--- src/rtl/core/afalu_pkg.sv ---
`timescale 1ns / 1ps

package afalu_pkg;

    // operation codes carried on the opcode port
    typedef enum logic [4:0] {
        OP_ADD   = 5'd0,
        OP_ADC   = 5'd1,
        OP_SUB   = 5'd2,
        OP_SBB   = 5'd3,
        OP_ANA   = 5'd4,
        OP_XRA   = 5'd5,
        OP_ORA   = 5'd6,
        OP_CMP   = 5'd7,
        OP_RLC   = 5'd8,
        OP_RRC   = 5'd9,
        OP_RAL   = 5'd10,
        OP_RAR   = 5'd11,
        OP_DAA   = 5'd12,
        OP_CMA   = 5'd13,
        OP_STC   = 5'd14,
        OP_CMC   = 5'd15,
        OP_INR   = 5'd16,
        OP_DCR   = 5'd17,
        OP_DAD   = 5'd18,
        OP_LDA   = 5'd19,
        OP_LDF   = 5'd20,
        OP_COND  = 5'd21
    } op_t;

    // condition codes in operand bits 2..0
    typedef enum logic [2:0] {
        COND_NZ = 3'd0,
        COND_Z  = 3'd1,
        COND_NC = 3'd2,
        COND_C  = 3'd3,
        COND_PO = 3'd4,
        COND_PE = 3'd5,
        COND_P  = 3'd6,
        COND_M  = 3'd7
    } cond_t;

    // flag byte bit positions
    localparam int unsigned FLAG_S  = 7;
    localparam int unsigned FLAG_Z  = 6;
    localparam int unsigned FLAG_AC = 4;
    localparam int unsigned FLAG_P  = 2;
    localparam int unsigned FLAG_CY = 0;

    localparam logic [7:0] FLAGS_SET_MASK = 8'h02;
    localparam logic [7:0] FLAGS_CLR_MASK = 8'h28;

    localparam logic [7:0] ACC_RESET   = 8'hFF;
    localparam logic [7:0] FLAGS_RESET = 8'hD7;

    localparam logic [7:0] DAA_LOW_ADJ  = 8'h06;
    localparam logic [7:0] DAA_HIGH_ADJ = 8'h60;
    localparam logic [3:0] BCD_MAX      = 4'd9;

    typedef struct packed {
        logic [7:0]  acc;
        logic [7:0]  flags;
        logic [7:0]  op_result;
        logic [15:0] sum;
        logic        cond;
    } alu_res_t;

    // sign, zero and even parity of a byte placed in a flag byte
    function automatic logic [7:0] szp(input logic [7:0] v);
        logic [7:0] f;
        f = '0;
        f[FLAG_S] = v[7];
        f[FLAG_Z] = (v == 8'd0);
        f[FLAG_P] = ~^v;
        return f;
    endfunction

    function automatic logic [7:0] fix_flags(input logic [7:0] f);
        return (f | FLAGS_SET_MASK) & ~FLAGS_CLR_MASK;
    endfunction

endpackage

--- src/rtl/core/afalu_alu.sv ---
`timescale 1ns / 1ps

module afalu_alu
(
    input  logic [4:0]          opcode,
    input  logic [7:0]          operand,
    input  logic [15:0]         hl_value,
    input  logic [15:0]         pair_value,
    input  logic [7:0]          acc,
    input  logic [7:0]          flags,
    output afalu_pkg::alu_res_t res
);

    logic       cy;
    logic       is_sub;
    logic       is_daa;
    logic [7:0] add_b;
    logic       add_c;
    logic [8:0] add_r;
    logic       add_ac;
    logic [7:0] add_flags;
    logic [7:0] sub_flags;

    logic [3:0] lo_nib;
    logic [3:0] hi_nib;
    logic [7:0] daa_adj;
    logic       daa_cy;

    logic [16:0] dad_r;
    logic [7:0]  inr_r;
    logic [7:0]  dcr_r;

    logic [7:0] a_new;
    logic [7:0] f_new;
    logic [7:0] opres;
    logic [15:0] sum;
    logic        cond;

    assign cy     = flags[afalu_pkg::FLAG_CY];
    assign is_sub = (opcode == afalu_pkg::OP_SUB) || (opcode == afalu_pkg::OP_SBB)
                 || (opcode == afalu_pkg::OP_CMP);
    assign is_daa = (opcode == afalu_pkg::OP_DAA);

    // decimal adjust correction
    assign lo_nib = acc[3:0];
    assign hi_nib = acc[7:4];
    always_comb
    begin
        daa_adj = 8'd0;
        daa_cy  = cy;
        if (flags[afalu_pkg::FLAG_AC] || (lo_nib > afalu_pkg::BCD_MAX))
        begin
            daa_adj = afalu_pkg::DAA_LOW_ADJ;
        end
        if (cy || (hi_nib > afalu_pkg::BCD_MAX)
            || ((hi_nib >= afalu_pkg::BCD_MAX) && (lo_nib > afalu_pkg::BCD_MAX)))
        begin
            daa_adj = daa_adj | afalu_pkg::DAA_HIGH_ADJ;
            daa_cy  = 1'b1;
        end
    end

    // one shared 8-bit adder; subtract runs as a + ~v + !borrow
    always_comb
    begin
        if (is_daa)
        begin
            add_b = daa_adj;
            add_c = 1'b0;
        end
        else if (is_sub)
        begin
            add_b = ~operand;
            add_c = ~((opcode == afalu_pkg::OP_SBB) && cy);
        end
        else
        begin
            add_b = operand;
            add_c = (opcode == afalu_pkg::OP_ADC) && cy;
        end
    end

    assign add_r  = {1'b0, acc} + {1'b0, add_b} + {8'd0, add_c};
    assign add_ac = acc[4] ^ add_b[4] ^ add_r[4];

    always_comb
    begin
        add_flags = afalu_pkg::szp(add_r[7:0]);
        add_flags[afalu_pkg::FLAG_AC] = add_ac;
        sub_flags = add_flags;
        add_flags[afalu_pkg::FLAG_CY] = add_r[8];
        sub_flags[afalu_pkg::FLAG_CY] = ~add_r[8];
    end

    assign dad_r = {1'b0, hl_value} + {1'b0, pair_value};
    assign inr_r = operand + 8'd1;
    assign dcr_r = operand - 8'd1;

    always_comb
    begin
        a_new = acc;
        f_new = flags;
        opres = 8'd0;
        sum   = 16'd0;
        cond  = 1'b0;
        case (opcode)
            afalu_pkg::OP_ADD,
            afalu_pkg::OP_ADC:
            begin
                a_new = add_r[7:0];
                f_new = add_flags;
            end
            afalu_pkg::OP_SUB,
            afalu_pkg::OP_SBB:
            begin
                a_new = add_r[7:0];
                f_new = sub_flags;
            end
            afalu_pkg::OP_CMP:
            begin
                f_new = sub_flags;
            end
            afalu_pkg::OP_ANA:
            begin
                a_new = acc & operand;
                f_new = afalu_pkg::szp(acc & operand);
                f_new[afalu_pkg::FLAG_AC] = acc[3] | operand[3];
            end
            afalu_pkg::OP_XRA:
            begin
                a_new = acc ^ operand;
                f_new = afalu_pkg::szp(acc ^ operand);
            end
            afalu_pkg::OP_ORA:
            begin
                a_new = acc | operand;
                f_new = afalu_pkg::szp(acc | operand);
            end
            afalu_pkg::OP_RLC:
            begin
                a_new = {acc[6:0], acc[7]};
                f_new[afalu_pkg::FLAG_CY] = acc[7];
            end
            afalu_pkg::OP_RRC:
            begin
                a_new = {acc[0], acc[7:1]};
                f_new[afalu_pkg::FLAG_CY] = acc[0];
            end
            afalu_pkg::OP_RAL:
            begin
                a_new = {acc[6:0], cy};
                f_new[afalu_pkg::FLAG_CY] = acc[7];
            end
            afalu_pkg::OP_RAR:
            begin
                a_new = {cy, acc[7:1]};
                f_new[afalu_pkg::FLAG_CY] = acc[0];
            end
            afalu_pkg::OP_DAA:
            begin
                a_new = add_r[7:0];
                f_new = add_flags;
                f_new[afalu_pkg::FLAG_CY] = daa_cy;
            end
            afalu_pkg::OP_CMA:
            begin
                a_new = ~acc;
            end
            afalu_pkg::OP_STC:
            begin
                f_new[afalu_pkg::FLAG_CY] = 1'b1;
            end
            afalu_pkg::OP_CMC:
            begin
                f_new[afalu_pkg::FLAG_CY] = ~cy;
            end
            afalu_pkg::OP_INR:
            begin
                opres = inr_r;
                f_new = afalu_pkg::szp(inr_r);
                f_new[afalu_pkg::FLAG_CY] = cy;
                f_new[afalu_pkg::FLAG_AC] = (inr_r[3:0] == 4'h0);
            end
            afalu_pkg::OP_DCR:
            begin
                opres = dcr_r;
                f_new = afalu_pkg::szp(dcr_r);
                f_new[afalu_pkg::FLAG_CY] = cy;
                f_new[afalu_pkg::FLAG_AC] = (dcr_r[3:0] != 4'hF);
            end
            afalu_pkg::OP_DAD:
            begin
                sum = dad_r[15:0];
                f_new[afalu_pkg::FLAG_CY] = dad_r[16];
            end
            afalu_pkg::OP_LDA:
            begin
                a_new = operand;
            end
            afalu_pkg::OP_LDF:
            begin
                f_new = operand;
            end
            afalu_pkg::OP_COND:
            begin
                case (operand[2:0])
                    afalu_pkg::COND_NZ: cond = ~flags[afalu_pkg::FLAG_Z];
                    afalu_pkg::COND_Z:  cond =  flags[afalu_pkg::FLAG_Z];
                    afalu_pkg::COND_NC: cond = ~flags[afalu_pkg::FLAG_CY];
                    afalu_pkg::COND_C:  cond =  flags[afalu_pkg::FLAG_CY];
                    afalu_pkg::COND_PO: cond = ~flags[afalu_pkg::FLAG_P];
                    afalu_pkg::COND_PE: cond =  flags[afalu_pkg::FLAG_P];
                    afalu_pkg::COND_P:  cond = ~flags[afalu_pkg::FLAG_S];
                    afalu_pkg::COND_M:  cond =  flags[afalu_pkg::FLAG_S];
                    default:            cond = 1'b0;
                endcase
            end
            default:
            begin
                a_new = acc;
            end
        endcase
    end

    assign res.acc       = a_new;
    assign res.flags     = afalu_pkg::fix_flags(f_new);
    assign res.op_result = opres;
    assign res.sum       = sum;
    assign res.cond      = cond;

endmodule

--- src/rtl/core/accumulator_flag_alu.sv ---
`timescale 1ns / 1ps

// 8080-style accumulator and flag unit. One transaction per clock is sustained
// while the output side is not stalled; each transaction is captured in an
// input register, evaluated by a single pass of combinational logic against
// the held accumulator and flag byte, and written to the result register,
// which drives the outputs. The accumulator and flags are updated as the
// transaction moves into the result register, so the next transaction sees
// them at once. After reset A is 0xFF and F is 0xD7.

module accumulator_flag_alu
(
    input  logic        clk,
    input  logic        rst_n,

    input  logic        in_valid,
    output logic        in_stall,
    input  logic [4:0]  opcode,
    input  logic [7:0]  operand,
    input  logic [15:0] hl_value,
    input  logic [15:0] pair_value,

    output logic        out_valid,
    input  logic        out_stall,
    output logic [7:0]  acc_out,
    output logic [7:0]  flags_out,
    output logic [7:0]  op_result,
    output logic [15:0] sum_out,
    output logic        condition_met
);

    logic        in_valid_reg;
    logic        in_valid_next;
    logic [4:0]  opcode_reg;
    logic [7:0]  operand_reg;
    logic [15:0] hl_reg;
    logic [15:0] pair_reg;

    logic [7:0]  acc_reg;
    logic [7:0]  flags_reg;

    logic        out_valid_reg;
    logic        out_valid_next;
    afalu_pkg::alu_res_t res_reg;
    afalu_pkg::alu_res_t res_next;

    logic advance;
    logic in_take;
    logic fire;

    // result register free or being drained this cycle
    assign advance  = ~out_valid_reg | ~out_stall;
    assign in_stall = in_valid_reg & ~advance;
    assign in_take  = in_valid & ~in_stall;
    assign fire     = in_valid_reg & advance;

    assign in_valid_next  = in_take | (in_valid_reg & ~advance);
    assign out_valid_next = fire | (out_valid_reg & ~advance);

    afalu_alu u_alu
    (
        .opcode     (opcode_reg),
        .operand    (operand_reg),
        .hl_value   (hl_reg),
        .pair_value (pair_reg),
        .acc        (acc_reg),
        .flags      (flags_reg),
        .res        (res_next)
    );

    always_ff @(posedge clk or negedge rst_n)
    begin
        if (!rst_n)
        begin
            in_valid_reg  <= 1'b0;
            out_valid_reg <= 1'b0;
            acc_reg       <= afalu_pkg::ACC_RESET;
            flags_reg     <= afalu_pkg::FLAGS_RESET;
        end
        else
        begin
            in_valid_reg  <= in_valid_next;
            out_valid_reg <= out_valid_next;
            if (fire)
            begin
                acc_reg   <= res_next.acc;
                flags_reg <= res_next.flags;
            end
        end
    end

    always_ff @(posedge clk)
    begin
        if (in_take)
        begin
            opcode_reg  <= opcode;
            operand_reg <= operand;
            hl_reg      <= hl_value;
            pair_reg    <= pair_value;
        end
        if (fire)
        begin
            res_reg <= res_next;
        end
    end

    assign out_valid     = out_valid_reg;
    assign acc_out       = res_reg.acc;
    assign flags_out     = res_reg.flags;
    assign op_result     = res_reg.op_result;
    assign sum_out       = res_reg.sum;
    assign condition_met = res_reg.cond;

endmodule
--- config.mk ---
export PLATFORM = sky130hd
export DESIGN_NAME = accumulator_flag_alu
export DESIGN_NICKNAME = d
export VERILOG_FILES = /design/src/rtl/core/afalu_pkg.sv /design/src/rtl/core/afalu_alu.sv /design/src/rtl/core/accumulator_flag_alu.sv
export SDC_FILE = /design/constraint.sdc
export NUM_CORES = 1
export LEC_CHECK = 0
export BUFFER_PORTS_ARGS = -buffer_cell sky130_fd_sc_hd__buf_2
export CORE_ASPECT_RATIO = 2
export CORE_UTILIZATION = 50
export CTS_BUF_LIST = sky130_fd_sc_hd__clkbuf_4 sky130_fd_sc_hd__clkbuf_8
export DETAILED_ROUTE_END_ITERATION = 12
export PLACE_DENSITY = 0.79
export SETUP_SLACK_MARGIN = 0.05
export SYNTH_ARGS = -nofsm -noshare
export SYNTH_HDL_FRONTEND = slang
export SYNTH_SLANG_ARGS = --single-unit
--- constraint.sdc ---
create_clock -name clk -period 9.3 [get_ports clk]
set_input_delay 1.395 -clock clk [delete_from_list [all_inputs] [get_ports clk]]
set_output_delay 1.395 -clock clk [all_outputs]
set_load 0.02 [all_outputs]
# == Word level (Yosys, flattened, before mapping) ==
# Cells that the tools add are included.
# Widths: inputs -> output; s select.
# op_classes
addsub,5
n_lt_le_gt_ge,3
eq_ne,29
mux,12
bitwise,25
n_reduce_logical,30
# op_table
operator,n
$pmux 8 s10,1
$pmux 7 s7,1
$logic_not 8->1,6
$reduce_xnor 8->1,6
$eq 5x4->1 const B,8
$eq 5x5->1 const B,6
$eq 5x3->1 const B,4
$add 16x16->17,1
$mux 8,2
$not 8->8,2
$pmux 8 s2,1
$eq 3x3->1 const B,4
$eq 5x2->1 const B,2
$not 1->1,10
$pmux 1 s10,1
$add 8x8->9,1
$add 9x1->9,1
$add 8x1->8 const B,1
$and 8x8->8,1
$gt 4x4->1 const B,2
$or 8x8->8,1
$pmux 1 s8,1
$sub 8x1->8 const B,1
$xor 8x8->8,1
other kinds (20),39
# word_totals
reg_bits,98
input_bits,49
output_inout_bits,43
elab_cells,117

# == Depth between registers and ports, before layout ==
# logic_depth
depth_word,9
ltp_mapped,19
depth_no_buf,17

# == Modules after synthesis ==
# A second synthesis with hierarchy kept.
# hier_totals
cells_unflattened,635
area_unflattened_um2,6966.7
# modules_own_cells
module,n_inst,cells_each,area_each_um2,seq_area_each_um2
afalu_alu,1,508,3633.5,0.0
accumulator_flag_alu,1,127,3333.2,3050.4

# == Worst setup path after synthesis ==
# No wires, ideal clock.
# synth_path
kind,flip-flop to flip-flop
start,reg opcode_reg[3]
end,"reg res_reg, in the netlist flags_out[2], data pin"
setup_time_ps,260
arrival_ps,3829
required_time_ps,9040
path_slack_ps,5211
stages_incl_launch_ff,20
path_buffers,2
synth_period_minus_slack_ps,4089
path_cell_list,edfxtp_1 -> buf_2 -> nor2_1 -> o211ai_1 -> buf_2 -> xnor2_1 -> nand2_1 -> fa_1 -> fa_1 -> nor2b_1 -> o31a_1 -> o21ai_0 -> nor3b_1 -> or2_2 -> ha_1 -> xor2_1 -> xnor2_1 -> nand2_1 -> nand3_1 -> mux2_2
# synth_lines
element,line_no,source
start: declaration,accumulator_flag_alu.sv:34,logic [4:0] opcode_reg;
start signal: assignment,accumulator_flag_alu.sv:96,opcode_reg <= opcode;
end signal: assignment,accumulator_flag_alu.sv:103,res_reg <= res_next;
end: declaration,accumulator_flag_alu.sv:44,afalu_pkg::alu_res_t res_reg;

==> results.md <==
- Result of the run: complete, but fails checks
- Failing checks: design-rule violations
- Y dimension of the die: 168 µm
- Endpoint required time on the critical path: 9.44 ns
- Clock latency on the worst-skew pair: 0.38 ns
- Synth top cells by count: sky130_fd_sc_hd__edfxtp_1 (83), sky130_fd_sc_hd__ha_1 (70), sky130_fd_sc_hd__nor2_1 (50), sky130_fd_sc_hd__inv_1 (48), sky130_fd_sc_hd__xnor2_1 (32)
- HPWL Detailed: 16,100 µm
- Drt via density: 6.17
- Clock tree sinks: 98
- Met2 usage: 0.560
- Data arrival time of the worst path: 5.20 ns
- Number of maximum-capacitance constraint violations: 0
- Rel. slew slack: 0.0555
- Area contributors post-synth: sky130_fd_sc_hd__edfxtp_1 (36%), sky130_fd_sc_hd__ha_1 (13%), sky130_fd_sc_hd__dfstp_2 (5.0%), sky130_fd_sc_hd__xnor2_1 (4.1%), sky130_fd_sc_hd__nor2_1 (2.7%)
- CP Capture Type: flop
- Combinational group share of total power: 0.413
- CP peak stage delay: 0.83 ns
- Routed WL per cell: 22.6 µm
- Clock share of power: 0.175
- Hold path depth: 1
- Via Count: 5,494
- Net count, final: 853
- Starting utilization of the core area: 0.511
- GR Util met1: 0.277
- Area of all sequential standard cells: 2880 µm²
- FFs w/ async S/R, synth: 0.153
- Routed Antenna Nets: 0
- Number of top-level pins: 92
- CP startpoint kind: flop
- Count of mapped cells out of synthesis: 652
- Final estimated routing congestion in global placement: 0.995
- Number of distinct library cells after synthesis: 79
- Yosys Warn Count: 0
- Standard cell with the maximum stage delay on the critical path: sky130_fd_sc_hd__o211ai_1
- # resized after CTS: 0
- Number of cells after detailed placement: 875
- Share of final-layout standard cells stronger than drive strength 1: 0.198
- Die area: 14,200 µm²
- Portion of the post-synthesis area used by sequential elements: 0.420
- Global-route wire length before repair: 30,700 µm
- Chip width: 84.8 µm
- Met3 usage: 0.0335
- CTS buffer count: 9
- Summed instance area of the synthesized netlist: 6860 µm²
- Clock transition at path regs: 0.10 ns
- Count of final hold-check violations: 0
- Most crowded layer after global routing: met2
- Total number of placement rows: 60
- Setup repair after global routing missed its margin: false
- Post-synthesis cell type with the largest combined area: sky130_fd_sc_hd__edfxtp_1
- CTS Buffer Depth: 2
- Number of iterations in the first detailed-routing pass: 9
- Fillers: 1,167
- Number of failing setup endpoints in the final timing report: 0
- Sequential cell fraction of total power: 0.412
- Fin cells: 891
- Register-to-Register Path Depth: 17
- Classification of the worst-slack hold path: reg2reg
- TritonCTS clock tree: built
- Total area of multi-input combinational cells: 3640 µm²
- Post-route fraction of the period consumed by the critical path: 0.544
- H-tree lvl count: 3
- Hold buffer count at CTS: 0
- Cells traversed along the worst timing path: inv_2, o211ai_1, xnor2_1, nand2_1, fa_1, fa_1, nor2b_1, o31a_1, o21ai_0, nor3b_1, or2_2, ha_1, xor2_1, xnor2_1, nand2_1, nand3_1, mux2_2
- Remaining DRCs: 2
- Max Clk Rate: 198 MHz
- Final critical delay including setup and external delays: 5.06 ns
- Kind of critical path: reg2reg
- Port Buf Inserts: 88
- Total detailed-routing wirelength: 20,100 µm
- Sw Share: 0.389
- Total count of max-transition violations in the final report: 0
- Tot GR Track Use: 0.294
- Internal Power: 0.000927 W
- Worst-case clock skew: 0.0167 ns
- Number of diodes: 0
- Net Sw Power: 0.000589 W
- Number of global-route vias before repair: 5,637
- Worst Tran Pin Value: 1.38 ns
- Largest fanout on the critical path: 19
- Leakage dissipation: 3.16 nW
- Leading cell type by number of instances after synthesis: sky130_fd_sc_hd__edfxtp_1
- Yosys top cell area share: 0.363
- Post-route setup TNS: 0 ns
- Aggregate global routing overflow: 0
- Number of antenna violations at the first check in global routing: 0
- Clk root buf: sky130_fd_sc_hd__clkbuf_8
- Mean area per synthesized cell: 10.5 µm²
- Signed area change from the synthesized netlist to the final layout: 10.3%
- Core region area: 13,400 µm²
- Number of enable-type register cells in the synthesized netlist: 83
- Main flop type after synthesis: sky130_fd_sc_hd__edfxtp_1
- Worst IR Drop VDD: 0.106 mV
- Number of register bits inferred by synthesis: 98
- Post-CTS Setup Inserts: 0
- Pin count of the biggest net entering global routing: 46
- Power density normalized to cell area: 200 nW/µm²
- Number of DRC markers after the initial detailed-route iteration: 332
## worst max-delay path, delay by kind of cell (launching register included)
kind	cells	cell delay, ns
AO/OA/AOI/OAI	3	1.11
XOR/XNOR	3	0.48
adder cells (fa/ha/maj)	3	1.19
buffers and inverters	1	0.16
flip-flops	1	0.73
multiplexers	1	0.27
AND/OR/NAND/NOR	6	0.91
## logic make-up (layout without fill, tap and decap cells)
group | count (synthesis) | in the layout | synth area share
AO/OA/AOI/OAI | 154 | 154 | 0.153
XOR/XNOR | 47 | 47 | 0.0622
other | 2 | 3 | 0.00109
AND/OR/NAND/NOR | 173 | 173 | 0.132
flip-flops | 98 | 98 | 0.420
multiplexers | 29 | 29 | 0.0454
adder cells (fa/ha/maj) | 73 | 73 | 0.136
buffers and inverters | 76 | 159 | 0.0491
## power by group through the flow
stage / logic, W / registers (W) / clock network [W]
6_report: 0.000626 / 0.000625 / 0.000265
5_1_grt: 0.000689 / 0.000630 / 0.000279
4_1_cts: 0.000621 / 0.000624 / 0.000269
3_5_place_dp: 0.000617 / 0.000633 / 0
3_3_place_gp: 0.000605 / 0.000633 / 0
2_1_floorplan: 0.000454 / 0.000615 / 0
## placed cells by master (no fill, tap or decap), types with 4 or more instances in the layout
cell type and count:
sky130_fd_sc_hd__xor2_1 13, sky130_fd_sc_hd__o211ai_1 6, sky130_fd_sc_hd__a211oi_1 7, sky130_fd_sc_hd__o22ai_1 14, sky130_fd_sc_hd__a21boi_0 4, sky130_fd_sc_hd__nor2_1 50, sky130_fd_sc_hd__and2_1 4, sky130_fd_sc_hd__a221oi_1 5
sky130_fd_sc_hd__nand2b_1 14, sky130_fd_sc_hd__nor3_1 20, sky130_fd_sc_hd__and4_1 4, sky130_fd_sc_hd__ha_1 70, sky130_fd_sc_hd__nand3_1 9, sky130_fd_sc_hd__buf_2 88, sky130_fd_sc_hd__or3_1 4, sky130_fd_sc_hd__a211o_1 4
sky130_fd_sc_hd__buf_4 4, sky130_fd_sc_hd__mux2_1 6, sky130_fd_sc_hd__edfxtp_1 83, sky130_fd_sc_hd__o21ai_0 16, sky130_fd_sc_hd__mux2_2 11, sky130_fd_sc_hd__nor4_1 6, sky130_fd_sc_hd__mux2i_1 12, sky130_fd_sc_hd__dfstp_2 13
sky130_fd_sc_hd__nand2_1 28, sky130_fd_sc_hd__a31oi_1 4, sky130_fd_sc_hd__inv_1 48, sky130_fd_sc_hd__nand4_1 8, sky130_fd_sc_hd__o21a_1 9, sky130_fd_sc_hd__a21oi_1 30, sky130_fd_sc_hd__clkbuf_8 9, sky130_fd_sc_hd__o21ai_1 13
sky130_fd_sc_hd__clkinvlp_4 4, sky130_fd_sc_hd__a21o_1 7, sky130_fd_sc_hd__nor2b_1 6, sky130_fd_sc_hd__xnor2_1 32
## through the flow
| step | total power (W) | worst slack, ns | hold WS, ns | instance area, µm² | utilization |
|---|---|---|---|---|---|
| final | 0.00152 | 4.24 | 0.500 | 7570 | 0.563 |
| after global routing | 0.00160 | 3.85 | 0.529 | 7570 | 0.563 |
| after CTS | 0.00151 | 4.31 | 0.504 | 7570 | 0.563 |
| after detailed placement | 0.00125 | 4.34 | 0.480 | 7380 | 0.550 |
| after global placement | 0.00124 | 4.47 | 0.472 | 7380 | 0.550 |
| after floorplan | 0.00107 | 5.21 | 0.457 | 6860 | - |
## worst paths after layout
check	startpoint	endpoint	slack, ns
max	opcode_reg[2]$_DFFE_PP_	flags_out[2]$_DFFE_PP_	4.24
min	in_valid_reg$_DFF_PN0_	flop	0.50
max reg2reg	opcode_reg[2]$_DFFE_PP_	flags_out[2]$_DFFE_PP_	4.24
min reg2reg	in_valid_reg$_DFF_PN0_	flop	0.50
max in group asynchronous	rst_n	acc_reg[0]$_DFFE_PN1P_	8.08
min in group asynchronous	rst_n	in_valid_reg$_DFF_PN0_	0.92
## cell type report
cell class,instances,area share
well taps,155,0.0256
flip-flops and latches,98,0.381
clock buffers,10,0.0174
clock inverters,6,0.00661
inverters,51,0.0253
repair buffers,92,0.0622
multi-input cells,479,0.482
## layer usage
metal  vias to the layer above  share of wire  wire [µm]
met2                       231           0.56      11300
met1                      2624           0.33       6580
met3                        77          0.035        706
met5                         -              0          0
met4                         0          0.079       1590
li1                       2562              -          -
Note: power is estimated with default switching activity, not from simulation.
